--- config.mk ---
export PLATFORM = sky130hd
export DESIGN_NAME = stepper_ramp_step_generator_core_flat
export DESIGN_NICKNAME = d
export VERILOG_FILES = /design/src/hw/rtl/srsg_pkg.sv /design/src/hw/rtl/srsg_if.sv /design/src/hw/rtl/stepper_ramp_step_generator_core.sv /design/src/flat_wrapper.sv
export SDC_FILE = /design/constraint.sdc
export NUM_CORES = 1
export LEC_CHECK = 0
export BUFFER_PORTS_ARGS = -buffer_cell sky130_fd_sc_hd__buf_4
export CAP_MARGIN = 20
export CORE_UTILIZATION = 40
export CTS_CLUSTER_DIAMETER = 60
export CTS_CLUSTER_SIZE = 40
export DETAILED_ROUTE_END_ITERATION = 6
export HOLD_SLACK_MARGIN = 0.02
export PLACE_DENSITY = 0.56
export SETUP_SLACK_MARGIN = 0.02
export SYNTH_ARGS = -nofsm -noshare
export SYNTH_HDL_FRONTEND = slang
export SYNTH_SLANG_ARGS = --single-unit
--- constraint.sdc ---
create_clock -name clk -period 8.8 [get_ports clk]
set_clock_uncertainty 0.05 [all_clocks]
set_input_delay 0 -clock clk [delete_from_list [all_inputs] [get_ports clk]]
set_output_delay 0 -clock clk [all_outputs]
set_load 0.05 [all_outputs]
--- src/hw/rtl/srsg_pkg.sv ---
// Package for the stepper ramp step generator: widths, ramp constants and opcodes.
package srsg_pkg;

  localparam int POS_W      = 16;
  localparam int DELAY_W    = 10;
  localparam int BASE_W     = 9;
  localparam int PERIOD_W   = 11;
  localparam int STEPS_W    = 16;
  localparam int THRESH_W   = 12;

  localparam int RAMP_STEPS = 60;
  localparam int BASE_START = 420;
  localparam int BASE_MAX   = 511;
  localparam int PERIOD_ADD = 70;

  typedef enum logic {
    OP_TICK = 1'b0,
    OP_MOVE = 1'b1
  } srsg_op_t;

endpackage

--- src/hw/rtl/srsg_if.sv ---
// Channel interfaces of the stepper ramp step generator: command input and pin status output.
interface srsg_in_if;
  logic                                 valid;
  logic                                 ready;
  srsg_pkg::srsg_op_t                   opcode;
  logic signed [srsg_pkg::POS_W-1:0]    target_position;
  logic [srsg_pkg::DELAY_W-1:0]         extra_delay;

  modport source (output valid, output opcode, output target_position, output extra_delay,
                  input ready);
  modport sink   (input valid, input opcode, input target_position, input extra_delay,
                  output ready);
endinterface

interface srsg_out_if;
  logic valid;
  logic ready;
  logic step_level;
  logic dir_forward;
  logic dir_reverse;
  logic busy_res;
  logic move_accepted;

  modport source (output valid, output step_level, output dir_forward, output dir_reverse,
                  output busy_res, output move_accepted, input ready);
  modport sink   (input valid, input step_level, input dir_forward, input dir_reverse,
                  input busy_res, input move_accepted, output ready);
endinterface

--- src/hw/rtl/stepper_ramp_step_generator_core.sv ---
// Stepper ramp step generator: move command intake, tick-driven step timing and ramp.
// Each input transfer writes its result into the output register on the following clock edge.
// Throughput: one item per cycle; the motion state updates in a single pass per item
//   and the output register accepts a new item whenever it is empty or its held result is being taken.
// Reset (rst_n low, synchronous): no steps pending, position zero, all pins low,
//   period counter zero, output register empty.
module stepper_ramp_step_generator_core (
  input  logic        clk,
  input  logic        rst_n,
  srsg_in_if.sink     in_chan,
  srsg_out_if.source  out_chan
);
  import srsg_pkg::*;

  // Motion state
  logic [STEPS_W-1:0]        steps_left_r,  steps_left_nxt;
  logic [STEPS_W-1:0]        steps_move_r,  steps_move_nxt;
  logic signed [POS_W-1:0]   cmd_pos_r,     cmd_pos_nxt;
  logic [BASE_W-1:0]         base_r,        base_nxt;
  logic [DELAY_W-1:0]        extra_r,       extra_nxt;
  logic [PERIOD_W-1:0]       period_r,      period_nxt;
  logic                      toggle_r,      toggle_nxt;
  logic                      step_pin_r,    step_pin_nxt;
  logic                      fwd_pin_r,     fwd_pin_nxt;
  logic                      rev_pin_r,     rev_pin_nxt;

  // Output register
  logic                      out_valid_r;
  logic                      acc_r,         acc_nxt;

  logic                      xfer_in;

  // Move command datapath
  logic signed [POS_W:0]     delta;
  logic [POS_W:0]            delta_mag;

  // Tick datapath
  logic                      step_now;
  logic [STEPS_W-1:0]        sl_dec;
  logic [STEPS_W-1:0]        done_cnt;
  logic [STEPS_W-1:0]        ramp_dn_k;
  logic [STEPS_W-1:0]        ramp_up_k;
  logic [BASE_W:0]           dec_amt;
  logic [BASE_W:0]           inc_amt;
  logic [BASE_W:0]           base_inc;
  logic [BASE_W-1:0]         base_step;
  logic [BASE_W-1:0]         base_tick;
  logic [THRESH_W-1:0]       threshold;

  // Accept a new item whenever the output slot is empty or drains this cycle.
  assign in_chan.ready = !out_valid_r || out_chan.ready;
  assign xfer_in       = in_chan.valid && in_chan.ready;

  // Move: signed distance from the commanded position; magnitude fits 16 bits.
  assign delta     = (POS_W+1)'(in_chan.target_position) - (POS_W+1)'(cmd_pos_r);
  assign delta_mag = delta[POS_W] ? (POS_W+1)'(-delta) : (POS_W+1)'(delta);

  // Tick: a step fires when the period counter sits at zero with steps pending.
  assign step_now  = (period_r == '0) && (steps_left_r != '0);
  assign sl_dec    = steps_left_r - STEPS_W'(1);
  assign done_cnt  = steps_move_r - sl_dec;
  assign ramp_dn_k = STEPS_W'(RAMP_STEPS) - done_cnt;
  assign ramp_up_k = STEPS_W'(RAMP_STEPS) - sl_dec;
  // Quarter-rate ramp amounts; both lie between zero and RAMP_STEPS / 4 where used.
  assign dec_amt   = (BASE_W+1)'(ramp_dn_k >> 2);
  assign inc_amt   = (BASE_W+1)'(ramp_up_k >> 2);
  assign base_inc  = {1'b0, base_r} + inc_amt;

  always_comb begin
    if (done_cnt < STEPS_W'(RAMP_STEPS)) begin
      // Acceleration: shrink the interval, floor at zero.
      if (dec_amt > {1'b0, base_r}) begin
        base_step = '0;
      end else begin
        base_step = BASE_W'({1'b0, base_r} - dec_amt);
      end
    end else if (sl_dec < STEPS_W'(RAMP_STEPS)) begin
      // Deceleration: grow the interval, cap at the top of the range.
      if (base_inc > (BASE_W+1)'(BASE_MAX)) begin
        base_step = BASE_W'(BASE_MAX);
      end else begin
        base_step = BASE_W'(base_inc);
      end
    end else begin
      base_step = base_r;
    end
  end

  // Period threshold uses the interval as updated by this tick.
  assign base_tick = step_now ? base_step : base_r;
  assign threshold = THRESH_W'(base_tick) + THRESH_W'(extra_r) + THRESH_W'(PERIOD_ADD);

  always_comb begin
    steps_left_nxt = steps_left_r;
    steps_move_nxt = steps_move_r;
    cmd_pos_nxt    = cmd_pos_r;
    base_nxt       = base_r;
    extra_nxt      = extra_r;
    period_nxt     = period_r;
    toggle_nxt     = toggle_r;
    step_pin_nxt   = step_pin_r;
    fwd_pin_nxt    = fwd_pin_r;
    rev_pin_nxt    = rev_pin_r;
    acc_nxt        = 1'b0;

    case (in_chan.opcode)
      OP_MOVE: begin
        // Take the move only when idle; a refused move changes nothing.
        if (steps_left_r == '0) begin
          extra_nxt      = in_chan.extra_delay;
          cmd_pos_nxt    = in_chan.target_position;
          fwd_pin_nxt    = !delta[POS_W];
          rev_pin_nxt    = delta[POS_W];
          steps_move_nxt = STEPS_W'(delta_mag);
          steps_left_nxt = STEPS_W'(delta_mag);
          base_nxt       = BASE_W'(BASE_START);
          acc_nxt        = 1'b1;
        end
      end
      OP_TICK: begin
        if (step_now) begin
          steps_left_nxt = sl_dec;
          base_nxt       = base_step;
          // Alternate the pin: first edge after reset drives it low.
          toggle_nxt     = !toggle_r;
          step_pin_nxt   = toggle_r;
        end
        // Period counter runs on every tick, busy or not.
        if (THRESH_W'(period_r) > threshold) begin
          period_nxt = '0;
        end else begin
          period_nxt = period_r + PERIOD_W'(1);
        end
      end
      default: begin
      end
    endcase
  end

  // Control and motion state
  always_ff @(posedge clk) begin
    if (!rst_n) begin
      steps_left_r <= '0;
      steps_move_r <= '0;
      cmd_pos_r    <= '0;
      base_r       <= '0;
      extra_r      <= '0;
      period_r     <= '0;
      toggle_r     <= 1'b0;
      step_pin_r   <= 1'b0;
      fwd_pin_r    <= 1'b0;
      rev_pin_r    <= 1'b0;
      out_valid_r  <= 1'b0;
    end else begin
      if (xfer_in) begin
        steps_left_r <= steps_left_nxt;
        steps_move_r <= steps_move_nxt;
        cmd_pos_r    <= cmd_pos_nxt;
        base_r       <= base_nxt;
        extra_r      <= extra_nxt;
        period_r     <= period_nxt;
        toggle_r     <= toggle_nxt;
        step_pin_r   <= step_pin_nxt;
        fwd_pin_r    <= fwd_pin_nxt;
        rev_pin_r    <= rev_pin_nxt;
        out_valid_r  <= 1'b1;
      end else if (out_chan.ready) begin
        out_valid_r  <= 1'b0;
      end
    end
  end

  // Result payload: hold the acceptance flag of the item in the output slot.
  always_ff @(posedge clk) begin
    if (xfer_in) begin
      acc_r <= acc_nxt;
    end
  end

  // Pins and busy come straight from state, which only moves on an input transfer.
  assign out_chan.valid         = out_valid_r;
  assign out_chan.step_level    = step_pin_r;
  assign out_chan.dir_forward   = fwd_pin_r;
  assign out_chan.dir_reverse   = rev_pin_r;
  assign out_chan.busy_res      = (steps_left_r != '0);
  assign out_chan.move_accepted = acc_r;

endmodule

--- src/flat_wrapper.sv ---
// flat-port wrapper written by rule: the top's interface ports become plain ports
module stepper_ramp_step_generator_core_flat import srsg_pkg::*;
  (clk, rst_n, in_chan_valid, in_chan_opcode, in_chan_target_position, in_chan_extra_delay, in_chan_ready, out_chan_valid, out_chan_step_level, out_chan_dir_forward, out_chan_dir_reverse, out_chan_busy_res, out_chan_move_accepted, out_chan_ready);
  srsg_in_if in_chan_i ();
  srsg_out_if out_chan_i ();
  input  logic clk;
  input  logic rst_n;
  input wire logic [$bits(in_chan_i.valid)-1:0] in_chan_valid;
  input wire logic [$bits(in_chan_i.opcode)-1:0] in_chan_opcode;
  input wire logic [$bits(in_chan_i.target_position)-1:0] in_chan_target_position;
  input wire logic [$bits(in_chan_i.extra_delay)-1:0] in_chan_extra_delay;
  output wire logic [$bits(in_chan_i.ready)-1:0] in_chan_ready;
  output wire logic [$bits(out_chan_i.valid)-1:0] out_chan_valid;
  output wire logic [$bits(out_chan_i.step_level)-1:0] out_chan_step_level;
  output wire logic [$bits(out_chan_i.dir_forward)-1:0] out_chan_dir_forward;
  output wire logic [$bits(out_chan_i.dir_reverse)-1:0] out_chan_dir_reverse;
  output wire logic [$bits(out_chan_i.busy_res)-1:0] out_chan_busy_res;
  output wire logic [$bits(out_chan_i.move_accepted)-1:0] out_chan_move_accepted;
  input wire logic [$bits(out_chan_i.ready)-1:0] out_chan_ready;
  assign in_chan_i.valid = in_chan_valid;
  assign in_chan_i.opcode = in_chan_opcode;
  assign in_chan_i.target_position = in_chan_target_position;
  assign in_chan_i.extra_delay = in_chan_extra_delay;
  assign in_chan_ready = in_chan_i.ready;
  assign out_chan_valid = out_chan_i.valid;
  assign out_chan_step_level = out_chan_i.step_level;
  assign out_chan_dir_forward = out_chan_i.dir_forward;
  assign out_chan_dir_reverse = out_chan_i.dir_reverse;
  assign out_chan_busy_res = out_chan_i.busy_res;
  assign out_chan_move_accepted = out_chan_i.move_accepted;
  assign out_chan_i.ready = out_chan_ready;
  stepper_ramp_step_generator_core u_core (.clk(clk), .rst_n(rst_n), .in_chan(in_chan_i), .out_chan(out_chan_i));
endmodule
Word level (Yosys, flattened, before mapping)
Index checks and enable logic that the tools add are counted.
Storage, ports and cells
  input bits: 31
  register bits: 84
  output and inout bits: 7
  word-level logic and storage cells: 61
Cells by class
  equal/unequal tests: 2
  reductions and logical operators: 15
  muxes and demuxes: 15
  add/subtract/negate cells: 11
  order comparisons: 5
  bitwise operators: 1
Operator list (number)
  $mux 9: 6
  $mux 16: 3
  $lt 16x6->1 const B: 2
  $pmux 16 s2: 1
  $sub 6x12->12 const A: 2
  $pmux 9 s2: 1
  $sub 16x16->17: 1
  $logic_not 16->1: 1
  $neg 16->16: 1
  $reduce_bool 16->1: 1
  $sub 16x1->16 const B: 1
  $sub 16x16->16: 1
  $add 12x7->12 const B: 1
  $gt 11x12->1: 1
  $add 11x1->11 const B: 1
  $add 9x10->11: 1
  $logic_not 11->1: 1
  $mux 11: 1
  $add 9x10->10: 1
  $gt 10x9->1: 1
  $gt 10x9->1 const B: 1
  $reduce_and 3->1: 3
  $sub 9x9->9: 1
  $ne 2x1->1 const B: 2
  7 further kinds: 13

Depth between registers and ports, before layout
Gate-level depths: netlist of the first run.
  depth in word-level cells: 12
  mapped depth: 44
  depth with buffers taken out: 43

Least setup slack after synthesis of the first run
No wires, ideal clock.
  kind: reg2reg
  start point: register u_core.steps_left_r[0]
  end point: register u_core.period_r[0]
  slack: 590 ps
  stages on the path, launching flop included: 45
  setup time: 142 ps
  data required time: 8608 ps
  buffers on the path: 1
  clock period less this slack: 8210 ps
  arrival: 8018 ps
  path through: dfxtp_1 -> buf_6 -> inv_1 -> ha_1 -> nor3b_1 -> nand2_1 -> xnor2_1 -> inv_1 -> ha_1 -> and2_1 -> o21ai_0 -> a2bb2oi_1 -> nand3b_1 -> maj3_1 -> maj3_1 -> a21oi_1 -> xor2_1 -> nor2_1 -> (+9 left out) -> ha_1 -> inv_1 -> fa_1 -> inv_1 -> a21oi_1 -> o21bai_1 -> a21oi_1 -> o21bai_1 -> a21oi_1 -> o21bai_1 -> xor2_1 -> inv_1 -> o32a_1 -> ha_1 -> nand4_1 -> o31ai_1 -> a21oi_1 -> nor3_1
Between the ends
  longest elaborated chain between the ends: 12
  elaborated cells on any way between the ends: 21
  classes of those cells: 8 x add/sub; 5 x order compare; 6 x mux; 2 x reduce/logical
RTL lines
  start: declaration: line stepper_ramp_step_generator_core.sv:16  | logic [STEPS_W-1:0] steps_left_r, steps_left_nxt;
  start signal: assignment: line stepper_ramp_step_generator_core.sv:156  | steps_left_r <= steps_left_nxt;
  $sub 16x1->16: line stepper_ramp_step_generator_core.sv:60  | assign sl_dec = steps_left_r - STEPS_W'(1);
  $sub 6x12->12: line stepper_ramp_step_generator_core.sv:63  | assign ramp_up_k = STEPS_W'(RAMP_STEPS) - sl_dec;
  $add 9x10->10: line stepper_ramp_step_generator_core.sv:67  | assign base_inc = {1'b0, base_r} + inc_amt;
  $gt 10x9->1: line stepper_ramp_step_generator_core.sv:79  | if (base_inc > (BASE_W+1)'(BASE_MAX)) begin
  $mux 9: line stepper_ramp_step_generator_core.sv:79
  $mux 9: line stepper_ramp_step_generator_core.sv:77  | end else if (sl_dec < STEPS_W'(RAMP_STEPS)) begin
  $mux 9: line stepper_ramp_step_generator_core.sv:70  | if (done_cnt < STEPS_W'(RAMP_STEPS)) begin
  $mux 9 *: line stepper_ramp_step_generator_core.sv:90  | assign base_tick = step_now ? base_step : base_r;
  $add 9x10->11 *: line stepper_ramp_step_generator_core.sv:91  | assign threshold = THRESH_W'(base_tick) + THRESH_W'(extra_r) + THRESH_W'(PERIOD_ADD);
  $add 12x7->12 *: line stepper_ramp_step_generator_core.sv:91
  $gt 11x12->1 *: line stepper_ramp_step_generator_core.sv:129  | if (THRESH_W'(period_r) > threshold) begin
  $mux 11 *: line stepper_ramp_step_generator_core.sv:129
  end signal: assignment: line stepper_ramp_step_generator_core.sv:161  | period_r <= period_nxt;
  end: declaration: line stepper_ramp_step_generator_core.sv:21  | logic [PERIOD_W-1:0] period_r, period_nxt;
Every way passes the cells marked *; elsewhere a longest branch is shown, timed or not.
A chain may end at the register's enable or synchronous reset.

Worst setup path in the final report of the first run
  start point: register u_core.steps_left_r[1]
  end point: register u_core.period_r[1]
Same word-level chain as after synthesis.

==> results by group, run 1 <==
STA
  • Final hold vios: 0
  • Final period util: 92.66%
  • Fin. max-slew vios: 0
  • Worst setup margin: 645.6 ps
  • Worst rel slew slack: 36.69%
  • Min Tclk post-route: 8154 ps
  • Worst-margin pin slew: 942.5 ps
  • Fmax: 0.1226 GHz
  • Final setup viols: 0

Routing
  • Antenna Nets Post-Route: 0
  • Total Wirelength: 21120 um
  • Vias after detailed routing: 7226
  • DRC Markers: 0
  • Via density: 5.333
  • Drt wl/cell: 15.58 um
  • Initial DRC Count: 352
  • Drt pass-1 iters: 5

Yosys
  • Syn Inst Count: 1025
  • Synth top area share: 21.05%
  • Synth Cell Area: 7894 sq um
  • Primary FF master, synth: dfxtp_1
  • #FFs+latches synth: 84
  • Area leader, netlist: dfxtp_1
  • Count leader, synth: nand2_1
  • Mapped Nets: 1142
  • Synth warn: 0
  • Sequential fraction of the synthesis area: 21.43%
  • Async set-or-reset flop fraction in the synthesized netlist: 0%
  • Post-synth EDFFs: 1
  • Synth Area per Inst: 7.701 sq um
  • Cell variety after synth: 83
  • Top post-synthesis cells by area: dfxtp_1 21%, ha_1 13%, xnor2_1 6.1%
  • Top cells by count, synth: 112 x nand2_1, 94 x a21oi_1, 83 x dfxtp_1

Global route
  • Antenna violations before repair: 0
  • Largest net degree at the start of global routing: 62
  • Number of global-route vias before repair: 6831
  • GRT Overall Usage: 21.78%
  • First-pass GRT wire length: 34490 um
  • Grt ovf: 0

Clock tree
  • Root Buffer: clkbuf_16
  • CTS tree: yes
  • Worst-path clk slew: 70 ps
  • CTS max path bufs: 2
  • Clock Latency Late Sink: 360 ps
  • Max H-tree Level: 3
  • CTS Sinks: 84
  • CTS buffer count: 9

Placement
  • Port Buffers: 37
  • Hpwl dp: 15950 um
  • Post-Place Setup Slack: -77.62 ps
  • Area after DPL: 8482 sq um
  • Routability Congestion: 0.8855
  • Placed Instances: 1303

Setup path
  • CP max stage delay: 550 ps
  • Crit path required time: 9020 ps
  • Max FO, Critical Path: 7
  • Worst path slowest cell: or4_1
  • Critical path class: reg2reg
  • CP Launch Type: register
  • WP buf/inv: 6
  • Crit. End Element: register
  • CP arrival: 8380 ps
  • Cell family with most CP delay: adder cells
  • Top cell by count, worst path: inv_1

Die
  • Core Region: 19400 sq um
  • Die W: 142.5 um
  • Die ar.: 20300 sq um
  • Die height: 142.5 um
  • Starting density of the core: 40.69%
  • I/O Pins: 38
  • Rows: 51

Final layout
  • Fin util: 47.77%
  • Nets: 1202
  • Antenna Cells: 0
  • Syn-to-layout area delta: 17.40%
  • Finished Layout Cells: 1355
  • Layout cells sized above 1: 11.74%
  • Final Instance Area: 9268 sq um

Min path
  • HP Class: in2reg

Flow run
  • Max-Cap Viols: 0

Run status
  • Run status: finished, final reports clean
## metrics by stage
step	setup TNS [ps]	hold slack, ps
finish	0	79.88
global route	-45.62	92.93
CTS	0	54.69
detailed placement	-272.4	210.5
global placement	0	204.6
floorplan	0	79.47
## flip-flops by register name, indices dropped and copies added, names as in the netlist
signal,count
u_core.out_chan.dir_forward,1
u_core.out_chan.valid,1
u_core.period_r,11
u_core.out_chan.step_level,1
u_core.base_r,9
u_core.steps_left_r,16
u_core.out_chan.dir_reverse,1
u_core.extra_r,10
u_core.toggle_r,1
u_core.steps_move_r,16
u_core.cmd_pos_r,16
u_core.out_chan.move_accepted,1
## final timing paths
path / end / slack, ps / startpoint / cells past startpoint
worst max-delay path: u_core.period_r[1] / 650 / u_core.steps_left_r[1] / 43
worst min-delay path: u_core.steps_left_r[6] / 80 / in_chan_opcode / 3
worst max register to register: u_core.period_r[1] / 650 / u_core.steps_left_r[1] / 43
worst min register to register: u_core.cmd_pos_r[13] / 400 / u_core.cmd_pos_r[13] / 2
## metal layers
| metal | wire, um | share of wire, % | global-route usage [%] |
|---|---|---|---|
| met4 | 438 | 2.1 | 7.866 |
| met5 | 0 | 0 | 0 |
| met2 | 10190 | 48 | 37.72 |
| met1 | 9901 | 47 | 27.40 |
| met3 | 588 | 2.8 | 2.995 |
## kinds of logic after synthesis
| kind of cell | count (synthesis) | synth area share (%) |
|---|---|---|
| fa+ha+maj | 88 | 14.36 |
| flops | 84 | 21.43 |
| compound gates | 280 | 23.25 |
| simple gates | 341 | 21.64 |
| buf+inv | 114 | 5.658 |
| xor+xnor | 109 | 12.44 |
| mux | 9 | 1.220 |
## what timing repair did
action | 4_1_cts | 5_1_grt
setup buffers | 0 | 7
endpoints found under the setup margin | 10 | 11
hold buffers | 29 | 0
pin swaps | 0 | 13
cloned | 0 | 0
gates resized for setup | 1 | 22
endpoints found under the hold margin | 31 | 0
## cell type report
type / instances / area [sq um]
multi-input cells: 827 / 5881
flip-flops and latches: 84 / 1692
clock inverters: 6 / 91.34
inverters: 70 / 262.8
well taps: 265 / 331.6
clock buffers: 10 / 239.0
repair buffers: 93 / 770.7
fillers: 2005 / 10130
## worst register-to-register path, delay by kind of cell, from the launching register on
| family | cells | cell delay (ps) |
|---|---|---|
| buf+inv | 6 | 540 |
| xor+xnor | 3 | 450 |
| fa+ha+maj | 8 | 2480 |
| flops | 1 | 350 |
| compound gates | 14 | 2270 |
| simple gates | 12 | 1980 |
## cells in the final DEF, fill, tap and decap left out, types with 9 or more instances in the layout
cell           count
or3_1             10
a21o_1            22
a21oi_1           91
xnor2_1           54
a211oi_1          16
buf_4             64
a31oi_1           10
dlygate4sd3_1     29
ha_1              79
nor2b_1           14
nand2_1          112
nand3_1           20
dfxtp_1           83
xor2_1            51
nor3_1            24
a211o_1            9
nand4_1           10
nor2_1            72
o21ai_0           39
clkbuf_16          9
o21bai_1          14
o21a_1            16
and2_1            10
inv_1             69
Power of run 1 is not shown: default switching activity piles up to over one toggle a cycle in this logic, so the estimate is an artifact.
==> inputs of run 2 (changes only) <==
Settings changed: PLACE_DENSITY 0.56 to 0.54.
Clock period 8.8 ns to 7.65 ns, I/O delays scaled along.
==> results by group, run 2 (same netlist as run 1, synthesis figures left out) <==
Setup path
  • Worst path slowest cell: or4_4
  • WP buf/inv: 6
  • Top cell by count, worst path: o21a_1
  • Cell family with most CP delay: compound AO/OA/AOI/OAI gates
  • Reg2reg path depth: 39
  • CP max stage delay: 530 ps
  • WP depth: 39
  • CP arrival: 8040 ps
  • CP Launch Type: register
  • Crit. End Element: register
  • Crit path required time: 7890 ps
  • Critical path class: reg2reg
  • Max FO, Critical Path: 6

STA
  • Final setup viols: 11
  • Min Tclk post-route: 7803 ps
  • Final period util: 102.0%
  • Worst rel slew slack: 33.58%
  • Unrepaired setup endpoints after global routing: true
  • Final TNS setup: -1287 ps
  • Final hold vios: 0
  • Fin. max-slew vios: 0
  • Fmax: 0.1282 GHz
  • Worst setup margin: -152.9 ps
  • Worst-margin pin slew: 995.2 ps

Clock tree
  • Clock Latency Late Sink: 360 ps
  • CTS buffer count: 9
  • CTS max path bufs: 2
  • Root Buffer: clkbuf_16
  • Max H-tree Level: 3
  • CTS Sinks: 84
  • CTS tree: yes
  • Worst-path clk slew: 70 ps

Placement
  • Routability Congestion: 0.8564
  • Port Buffers: 37
  • Hpwl dp: 16820 um

Final layout
  • Antenna Cells: 0
  • Layout cells sized above 1: 18.77%
  • Nets: 1252
  • Most common cell after layout, fill and taps aside: buf_4
  • Most frequent cells in the layout: 113 x buf_4, 111 x nand2_1, 88 x a21oi_1
  • Top flop regs: u_core.cmd_pos_r: 16 flops, u_core.steps_left_r: 16 flops, u_core.steps_move_r: 16 flops
  • Syn-to-layout area delta: 24.27%

Routing
  • Total Wirelength: 22570 um
  • Via density: 5.295
  • DRC Markers: 0
  • Drt pass-1 iters: 5
  • Vias after detailed routing: 7440
  • Drt wl/cell: 16.06 um
  • Initial DRC Count: 368
  • Antenna Nets Post-Route: 0

Global route
  • Grt ovf: 0
  • GRT Overall Usage: 23.22%
  • Largest net degree at the start of global routing: 57
  • First-pass GRT wire length: 36630 um
  • Number of global-route vias before repair: 7110
  • Antenna violations before repair: 0

Die
  • I/O Pins: 38
  • Die height: 142.5 um
  • Starting density of the core: 40.69%
  • Die ar.: 20300 sq um
  • Core Region: 19400 sq um
  • Die W: 142.5 um
  • Rows: 51

Min path
  • HP Class: in2reg
  • Hold path cells: 3

Run status
  • Run status: complete, but fails checks
  • Failing checks: negative setup slack

Flow run
  • Max-Cap Viols: 0
-- run 2: changes by cell type in the layout (fill, tap and decap cells not counted), sizes merged --
| cell | previous run | this run |
|---|---|---|
| a21oi | 94 | 95 |
| clkbuf | 10 | 9 |
| buf | 64 | 113 |
| bufinv | 2 | 1 |
| clkinv | 0 | 2 |
-- run 2: area by class of cell --
class | instances | area, sq um
flip-flops and latches | 84 | 1697
clock inverters | 7 | 73.82
well taps | 265 | 331.6
multi-input cells | 828 | 6078
repair buffers | 142 | 1139
inverters | 70 | 265.3
clock buffers | 9 | 225.2
fillers | 1933 | 9589
-- run 2: path summary, 6_finish.rpt --
kind | startpoint | to | slack [ps]
setup / recovery | u_core.steps_left_r[0] | u_core.period_r[2] | -150
hold / removal | in_chan_opcode | u_core.steps_left_r[6] | 70
setup reg to reg | u_core.steps_left_r[0] | u_core.period_r[2] | -150
hold reg to reg | u_core.cmd_pos_r[4] | u_core.cmd_pos_r[4] | 410
-- run 2: metrics by stage --
step           std cells  hold slack, ps  area [sq um]  util, %  setup slack (ps)
2_1_floorplan       1025           79.47          7984        -             42.34
3_3_place_gp        1347           198.3          8882    45.79             11.11
3_5_place_dp        1347           207.6          8882    45.79            -173.8
4_1_cts             1395           65.59          9573    49.35             31.54
5_1_grt             1405           101.5          9809    50.57            -643.0
6_report            1405           74.13          9809    50.57            -152.9
-- run 2: worst reg2reg max path: cells and delay by family (launching register included) --
family                   cells  cell delay, ps
buffers and inverters        6             640
XOR/XNOR                     3             540
adder cells (fa/ha/maj)      7            1880
AO/OA/AOI/OAI               15            2290
AND/OR/NAND/NOR              8            1960
flip-flops                   1             360
-- run 2: metal layers --
metal	GRT usage (%)	part of all wire (%)	up-vias
met1	28.59	46	3464
met3	4.004	3.0	16
met4	5.546	1.5	0
li1	-	-	3841
met2	41.69	49	119
met5	0	0	-
-- run 2: what timing repair did --
item	in CTS	in global routing
pin swaps	20	42
buffers inserted	2	10
setup endpoints to repair	11	11
gates resized for setup	16	36
hold endpoints to repair	29	0
hold buffers	29	0
gates cloned	1	0
Power of run 2 is left out for the same reason.
==> inputs of run 3 (changes only) <==
Settings changed: CORE_MARGIN set to 5, GPL_TIMING_DRIVEN set to 0, SKIP_LAST_GASP set to 1.
==> results by group, run 3 (same netlist as run 1, synthesis figures left out) <==
Run status
  • Run status: complete, but fails checks
  • Failing checks: negative setup slack

STA
  • Unrepaired setup endpoints after global routing: true
  • Min Tclk post-route: 7832 ps
  • Worst rel slew slack: 42.23%
  • Worst setup margin: -182.5 ps
  • Final period util: 102.4%
  • Final setup viols: 11
  • Worst-margin pin slew: 863.4 ps
  • Final hold vios: 0
  • Fmax: 0.1277 GHz
  • Fin. max-slew vios: 0

Global route
  • Grt ovf: 0
  • Number of global-route vias before repair: 7426
  • First-pass GRT wire length: 38610 um
  • Antenna violations before repair: 0
  • GRT Overall Usage: 21.79%
  • Largest net degree at the start of global routing: 15

Min path
  • HP Class: in2reg

Clock tree
  • CTS tree: yes
  • CTS buffer count: 9
  • Worst-path clk slew: 70 ps
  • CTS max path bufs: 2
  • Root Buffer: clkbuf_16
  • CTS Sinks: 84
  • Max H-tree Level: 3
  • Clock Latency Late Sink: 350 ps

Die
  • Die W: 150.5 um
  • Core Region: 19460 sq um
  • Die height: 150.5 um
  • Starting density of the core: 40.56%
  • Die ar.: 22640 sq um
  • I/O Pins: 38
  • Rows: 51

Setup path
  • Crit path required time: 7860 ps
  • CP arrival: 8040 ps
  • CP Launch Type: register
  • Max FO, Critical Path: 6
  • CP max stage delay: 550 ps
  • Crit. End Element: register
  • Critical path class: reg2reg
  • Worst path slowest cell: or4_4

Routing
  • Total Wirelength: 24230 um
  • Initial DRC Count: 421
  • Via density: 5.294
  • Vias after detailed routing: 7586
  • Drt pass-1 iters: 5
  • Drt wl/cell: 16.91 um
  • Antenna Nets Post-Route: 0
  • DRC Markers: 0

Final layout
  • Final Instance Area: 10240 sq um
  • Antenna Cells: 0
  • Most common cell after layout, fill and taps aside: nand2_1
  • FILL cells: 1890
  • Syn-to-layout area delta: 29.74%
  • Most frequent cells in the layout: 110 x nand2_1, 105 x buf_4, 84 x a21oi_1
  • Layout cells sized above 1: 20.55%
  • Nets: 1281
  • Top flop regs: u_core.cmd_pos_r: 16 flops, u_core.steps_left_r: 16 flops, u_core.steps_move_r: 16 flops

Placement
  • Port Buffers: 36
  • Hpwl dp: 18090 um
  • Routability Congestion: 0.8426
  • Area after DPL: 8586 sq um

Flow run
  • Max-Cap Viols: 0
==> run 3: cell types whose count changed in the layout (fill, tap and decap cells not counted), sizes merged <==
cell | before | now
bufinv | 1 | 2
clkbuf | 9 | 40
dlygate4sd3 | 29 | 28
a21oi | 95 | 94
buf | 113 | 114
inv | 73 | 70
==> run 3: through the flow <==
stage	utilization, %	setup WS, ps	setup TNS, ps	std cells	hold WS [ps]
after floorplan	-	42.34	0	1025	79.47
after global placement	44.11	-1102	-11860	1326	200.3
after detailed placement	44.11	-1132	-12180	1326	207.6
after CTS	51.55	-80.33	-650.9	1431	125.1
after global routing	52.62	-619.6	-6522	1433	184.0
final	52.62	-182.5	-1437	1433	130.4
==> run 3: routing by layer <==
| layer | part of all wire (%) | global-route usage (%) | up-vias |
|---|---|---|---|
| met3 | 2.3 | 3.311 | 30 |
| met5 | 0 | 0 | - |
| met4 | 1.6 | 5.124 | 0 |
| met1 | 47 | 28.37 | 3559 |
| met2 | 49 | 37.92 | 99 |
| li1 | - | - | 3898 |
==> run 3: critical path, delay by kind of cell, from the launching register on <==
kind                     cells  cell delay, ps
AND/OR/NAND/NOR             10            2520
buffers and inverters        7             680
flip-flops                   1             360
XOR/XNOR                     4             710
AO/OA/AOI/OAI               12            1790
adder cells (fa/ha/maj)      6            1640
==> run 3: path summary, 6_finish.rpt <==
kind / to / depth (start not counted) / slack (ps) / from
min: u_core.period_r[2] / 5 / 130 / in_chan_opcode
max: u_core.period_r[1] / 39 / -180 / u_core.steps_left_r[0]
max reg2reg: u_core.period_r[1] / 39 / -180 / u_core.steps_left_r[0]
min reg2reg: u_core.out_chan.dir_forward / 2 / 410 / u_core.out_chan.dir_forward
==> run 3: area by class of cell <==
type | count | area, sq um | area share [%]
inverter | 70 | 267.8 | 2.615
clock buffer | 10 | 239.0 | 2.334
timing repair buffer | 133 | 1076 | 10.51
buffer | 39 | 183.9 | 1.796
clock inverter | 5 | 85.08 | 0.8308
sequential | 84 | 1699 | 16.59
multi-input combinational | 827 | 6359 | 62.09
tap | 265 | 331.6 | 3.238
==> run 3: timing repair <==
item / 4_1_cts / 5_1_grt
gates resized for setup: 76 / 35
endpoints found under the hold margin: 28 / 0
setup buffers: 66 / 10
setup endpoints to repair: 11 / 12
hold buffers: 28 / 0
pin swaps: 45 / 37
Power of run 3 is left out for the same reason.
